File: src/design/tcb_pkg.sv
// Shared types and constants of the triangle coverage block.
`default_nettype none

package tcb_pkg;

    typedef logic signed [15:0] coord_t;

    // Configuration register indexes.
    localparam logic [1:0] CFG_IMAGE_WIDTH    = 2'd0;
    localparam logic [1:0] CFG_IMAGE_HEIGHT   = 2'd1;
    localparam logic [1:0] CFG_EDGE_THRESHOLD = 2'd2;

    // Register reset values.
    localparam logic [12:0] RST_IMAGE_WIDTH    = 13'd640;
    localparam logic [12:0] RST_IMAGE_HEIGHT   = 13'd480;
    localparam logic [11:0] RST_EDGE_THRESHOLD = 12'd20;

    // Saturation limits of a 16-bit weight.
    localparam coord_t COORD_MAX = 16'sh7FFF;
    localparam coord_t COORD_MIN = 16'sh8000;

    // Quotient bits of the weight divider: bit 16 flags overflow.
    localparam int WQ_BITS = 17;

    // Widths of the cross products and numerators.
    localparam int DEN_BITS = 35;
    localparam int NUM_BITS = 37;

endpackage

`default_nettype wire

File: src/design/tcb_pixdiv.sv
// Pipelined pixel-to-normalized-space mapping: one quotient bit per stage.
`default_nettype none

module tcb_pixdiv
    import tcb_pkg::*;
#(
    parameter int F  = 12,
    parameter int PB = 12
)
(
    input  logic          clk,
    input  logic          en,
    input  logic [PB-1:0] pix,
    input  logic [12:0]   size,
    output coord_t        p
);

    localparam int NQ = PB + 1 + F;
    localparam int RW = NQ + 13;
    localparam int XW = NQ + 18;
    localparam logic signed [XW-1:0] ONE_X = XW'(1) << F;
    localparam logic signed [XW-1:0] MAX_X = XW'(32767);
    localparam logic signed [XW-1:0] MIN_X = -(XW'(32768));

    logic [RW-1:0] r_reg [0:NQ];
    logic [NQ-1:0] q_reg [0:NQ];
    logic [12:0]   sz;
    logic signed [XW-1:0] diff;
    coord_t        p_reg;

    // A size of zero is taken as one.
    assign sz = (size == 13'd0) ? 13'd1 : size;

    always_ff @(posedge clk)
    begin
        if (en)
        begin
            r_reg[0] <= RW'({pix, 1'b0}) << F;
            q_reg[0] <= '0;
        end
    end

    for (genvar i = 0; i < NQ; i++)
    begin : g_stage
        localparam int K = NQ - 1 - i;
        logic [RW-1:0] dsh;
        assign dsh = RW'(sz) << K;

        always_ff @(posedge clk)
        begin
            if (en)
            begin
                if (r_reg[i] >= dsh)
                begin
                    r_reg[i+1] <= r_reg[i] - dsh;
                    q_reg[i+1] <= q_reg[i] | (NQ'(1) << K);
                end
                else
                begin
                    r_reg[i+1] <= r_reg[i];
                    q_reg[i+1] <= q_reg[i];
                end
            end
        end
    end

    assign diff = $signed(XW'(q_reg[NQ])) - ONE_X;

    always_ff @(posedge clk)
    begin
        if (en)
        begin
            if (diff > MAX_X)
            begin
                p_reg <= COORD_MAX;
            end
            else if (diff < MIN_X)
            begin
                p_reg <= COORD_MIN;
            end
            else
            begin
                p_reg <= diff[15:0];
            end
        end
    end

    assign p = p_reg;

endmodule

`default_nettype wire

File: config.mk
export PLATFORM = sky130hd
export DESIGN_NAME = tcb_pixdiv
export DESIGN_NICKNAME = d
export VERILOG_FILES = /design/src/design/tcb_pkg.sv /design/src/design/tcb_pixdiv.sv
export SDC_FILE = /design/constraint.sdc
export NUM_CORES = 2
export LEC_CHECK = 0
export ABC_AREA = 1
export CORE_AREA = 2 2 332 334
export DETAILED_ROUTE_END_ITERATION = 10
export DIE_AREA = 0 0 334 336
export DONT_BUFFER_PORTS = 1
export GPL_ROUTABILITY_DRIVEN = 0
export PLACE_DENSITY = 0.74
export SLEW_MARGIN = 5
export SYNTH_ARGS = -nofsm -noshare
export SYNTH_HDL_FRONTEND = slang
export SYNTH_SLANG_ARGS = --single-unit
File: constraint.sdc
create_clock -name clk -period 5 [get_ports clk]
set_input_delay 0.5 -clock clk [delete_from_list [all_inputs] [get_ports clk]]
set_output_delay 0.5 -clock clk [all_outputs]
set_load 0.05 [all_outputs]
==> impl_metrics.py <==
metrics = {
    "routing": {
        "remaining_drc_errors": 0,
        "routed_via_density": 5.80,
        "drt.antenna.violating_nets": 0,
        "dr.pass1.iters": 7,
        "detail_route.wirelength_um": 169000,
        "vias_after_detailed_routing": 53700,
        "wire_length_per_cell_um": 18.2,
        "drt_first_iter_violations": 6576,
    },
    "finish": {
        "final_net_count": 8113,
        "insertedDiodeCount": 0,
        "flow.area_growth_from_synthesis_pct": 8.49,
        "final_core_util_pct": 64.8,
        "mostFrequentLayoutCells": "1921 x sky130_fd_sc_hd__nand2_1, 1031 x sky130_fd_sc_hd__edfxtp_1, 1023 x sky130_fd_sc_hd__inv_1",
        "largest_register_ffs": 690,
        "mostFrequentLayoutCell": "sky130_fd_sc_hd__nand2_1",
        "final_layout_size_suffix_gt1_share_pct": 4.46,
        "finalNonFillerCells": 9253,
    },
    "floorplan": {
        "floorplan.io_pins": 43,
        "floorplan.die.width_um": 334,
        "core-area_mm2": 0.108,
        "core.rowCount": 121,
        "die_h_um": 336,
        "initial_core_util_pct": 59.7,
        "die_area_mm2": 0.112,
    },
    "synthesis": {
        "total_number_of_yosys_warnings": 0,
        "synth_xor_xnor_area_share_pct": 4.56,
        "synth.top_cells.by_area": "sky130_fd_sc_hd__edfxtp_1 48%, sky130_fd_sc_hd__nand2_1 11%, sky130_fd_sc_hd__ha_1 6.1%",
        "yosys.area_share.adder_pct": 6.80,
        "asyncSetResetFlopFracSynth_pct": 0,
        "syn_area_per_cell_um2": 8.42,
        "synth.cell_area_mm2": 0.0647,
        "synth-edff-count": 1031,
        "synth_compound_area_share_pct": 8.66,
        "synthMuxAreaShare_pct": 0,
        "yosys.cell_types.count": 65,
        "synth-seq-area-share_pct": 47.8,
        "syn-num-nets": 8052,
        "yosys.area_share.simple_pct": 25.1,
        "postSynthCellCount": 7687,
        "synth_top_family_by_area": "simple AND/OR/NAND/NOR gates",
        "yosys_register_bits": 1031,
        "synth_ff_type": "sky130_fd_sc_hd__edfxtp_1",
        "synth_top_area_cell": "sky130_fd_sc_hd__edfxtp_1",
        "synth_top_area_share_pct": 47.8,
    },
    "power_and_ir_drop": {
        "p_int_mw": 21.0,
        "power_leakage_nw": 29.2,
        "power.switching_mw": 13.2,
        "vdd_drop_max_mv": 0.378,
        "total_power_mw": 34.2,
        "pwr-share-clk_pct": 24.3,
        "combPwrFrac_pct": 36.6,
        "sequentialPowerShare_pct": 39.0,
        "net_sw_share_pct": 38.5,
        "power-per-cell-area_mw_per_mm2": 487,
    },
    "timing": {
        "max_freq_mhz": 298,
        "final.min_clock_period_ns": 3.36,
        "finalMaxSlewViolations": 0,
        "timing.hold.ws_ns": 0.0513,
        "timing.final.crit_share_pct": 67.2,
        "final.setup_skew_ns": 0.0590,
        "finalHoldViolCount": 0,
        "worstMarginPinSlew_ns": 1.44,
        "rsz0062_at_grt": "no",
        "finalSetupViolCount": 0,
        "timing.slew.headroom_pct": 3.72,
        "setup_total_negative_slack_ns": 0,
    },
    "place": {
        "detailedPlacementHpwl_um": 123000,
        "numPlacedInstances": 9032,
        "io_buffer_count": 0,
    },
    "min_path": {
        "hp-class": "input pin to register",
    },
    "global_routing": {
        "number_of_antenna_violations_at_the_first_check_in_global_routing": 3,
        "grt_use_total_pct": 29.7,
        "first_pass_grt_wire_length_um": 264000,
        "grt_start_max_net_pins": 946,
        "overflow_left_after_global_routing": 0,
        "via_count_of_the_first_global_routing_pass": 49800,
    },
    "worst_setup_path": {
        "cp.required_ns": 5.52,
        "worst_path_class_setup": "input pin to register",
        "worst_ep_arrival_time_ns": 3.88,
        "timing.critical_path.to_type": "register",
        "path_max_fanout": 210,
        "startpoint_type": "input pin",
    },
    "clock_network": {
        "postCtsSetupRepairBufs": 0,
        "cts-buffers-inserted": 108,
        "deepest_level_of_the_cts_h_tree": 3,
        "tritoncts_clock_tree": "done",
        "cts.reportedPaths.clkPinSlew_ns": 0.06,
        "clock_tree.buffer_depth": 3,
        "cts-root-buf": "sky130_fd_sc_hd__clkbuf_16",
        "worst_skew_pair.late_latency_ns": 0.72,
        "tritoncts_num_sinks": 1031,
    },
    "outcome": {
        "outcome": "finished clean",
    },
    "run": {
        "max-cap-violations": 0,
    },
}
Yosys cell counts, types with 4 or more instances:
master and number:
sky130_fd_sc_hd__buf_6 12, sky130_fd_sc_hd__fa_1 23, sky130_fd_sc_hd__nor3_1 154, sky130_fd_sc_hd__a211oi_1 4
sky130_fd_sc_hd__a21o_1 40, sky130_fd_sc_hd__inv_1 1035, sky130_fd_sc_hd__clkbuf_1 35, sky130_fd_sc_hd__nand3_1 426
sky130_fd_sc_hd__and2_1 9, sky130_fd_sc_hd__and3_1 8, sky130_fd_sc_hd__buf_2 40, sky130_fd_sc_hd__nand3b_1 53
sky130_fd_sc_hd__a21oi_2 7, sky130_fd_sc_hd__o21ai_2 11, sky130_fd_sc_hd__nor3b_1 5, sky130_fd_sc_hd__o31ai_1 4
sky130_fd_sc_hd__nor3_2 9, sky130_fd_sc_hd__xnor2_1 180, sky130_fd_sc_hd__nand2_4 6, sky130_fd_sc_hd__nand2_2 14
sky130_fd_sc_hd__inv_2 16, sky130_fd_sc_hd__edfxtp_1 1031, sky130_fd_sc_hd__o21bai_1 30, sky130_fd_sc_hd__o21ai_0 370
sky130_fd_sc_hd__nand2_1 1921, sky130_fd_sc_hd__o21a_1 9, sky130_fd_sc_hd__o211a_1 4, sky130_fd_sc_hd__nand4_1 157
sky130_fd_sc_hd__nor2_4 5, sky130_fd_sc_hd__nor4_1 62, sky130_fd_sc_hd__or2_2 12, sky130_fd_sc_hd__nand3_2 10
sky130_fd_sc_hd__a21boi_0 13, sky130_fd_sc_hd__nor4_2 4, sky130_fd_sc_hd__ha_1 315, sky130_fd_sc_hd__buf_4 15
sky130_fd_sc_hd__o211ai_1 26, sky130_fd_sc_hd__nor2_1 918, sky130_fd_sc_hd__nor2_2 22, sky130_fd_sc_hd__a21oi_1 381
sky130_fd_sc_hd__a31oi_1 18, sky130_fd_sc_hd__o21ai_1 75, sky130_fd_sc_hd__o2111ai_1 9, sky130_fd_sc_hd__xor2_1 157
power groups by stage:
| stage | combinational (mW) | sequential [mW] | clock (mW) |
|---|---|---|---|
| after global placement | 11.8 | 13.4 | 0 |
| after floorplan | 9.43 | 12.8 | 0 |
| after detailed placement | 12.0 | 13.4 | 0 |
| after global routing | 14.0 | 13.4 | 8.82 |
| final | 12.5 | 13.4 | 8.33 |
| after CTS | 12.1 | 13.3 | 8.46 |
stage by stage:
| step | instance area [um2] | setup WS (ns) |
|---|---|---|
| floorplan | 64700 | 1.12 |
| finish | 70200 | 1.64 |
| CTS | 70100 | 1.75 |
| detailed placement | 66200 | 0.987 |
| global route | 70200 | 1.40 |
| global placement | 66200 | 1.08 |
per-layer routing:
metal  global-route usage, %  routed length [um]  share of wire [%]
met5                       0                   0                  0
met3                    3.72               14400                8.6
met1                    40.8               70300                 42
met2                    46.8               74800                 44
met4                    15.2                9200                5.5
critical path, stage by stage:
cell	delay, ns
sky130_fd_sc_hd__buf_16	0.59
sky130_fd_sc_hd__inv_2	0.61
sky130_fd_sc_hd__nor4_1	0.48
sky130_fd_sc_hd__nand4_1	0.94
sky130_fd_sc_hd__o21ai_0	0.54
repair_timing:
action | in CTS | in global routing
hold buffers | 15 | 1
endpoints found under the hold margin | 127 | 50
setup endpoints to repair | 0 | 0
gates resized for setup | 0 | 0
layout make-up:
type | instances | area (um2)
clock buffer | 124 | 2780
clock inverter | 77 | 926
fill | 8963 | 38200
inverter | 1052 | 3950
multi-input combinational | 5500 | 29200
sequential | 1031 | 31000
tap | 1414 | 1770
timing repair buffer | 55 | 618
cells by family after synthesis:
family,Yosys count
xor gates and xnor gates,337
DFF,1031
buffers and inverters,1156
adders and majority gates,338
and+or+nand+nor,3810
AOI/OAI and AO/OA,1015
worst paths after layout:
kind                      start             to  slack, ns  cells after the start
setup / recovery             en  r_reg[0][141]       1.64                      5
setup reg to reg  r_reg[0][211]  r_reg[0][258]       1.85                      9
hold reg to reg   q_reg[1][204]  q_reg[1][229]       0.40                      0
hold / removal          size[9]   r_reg[0][71]       0.05                      3
(Power assumes the default switching activity.)
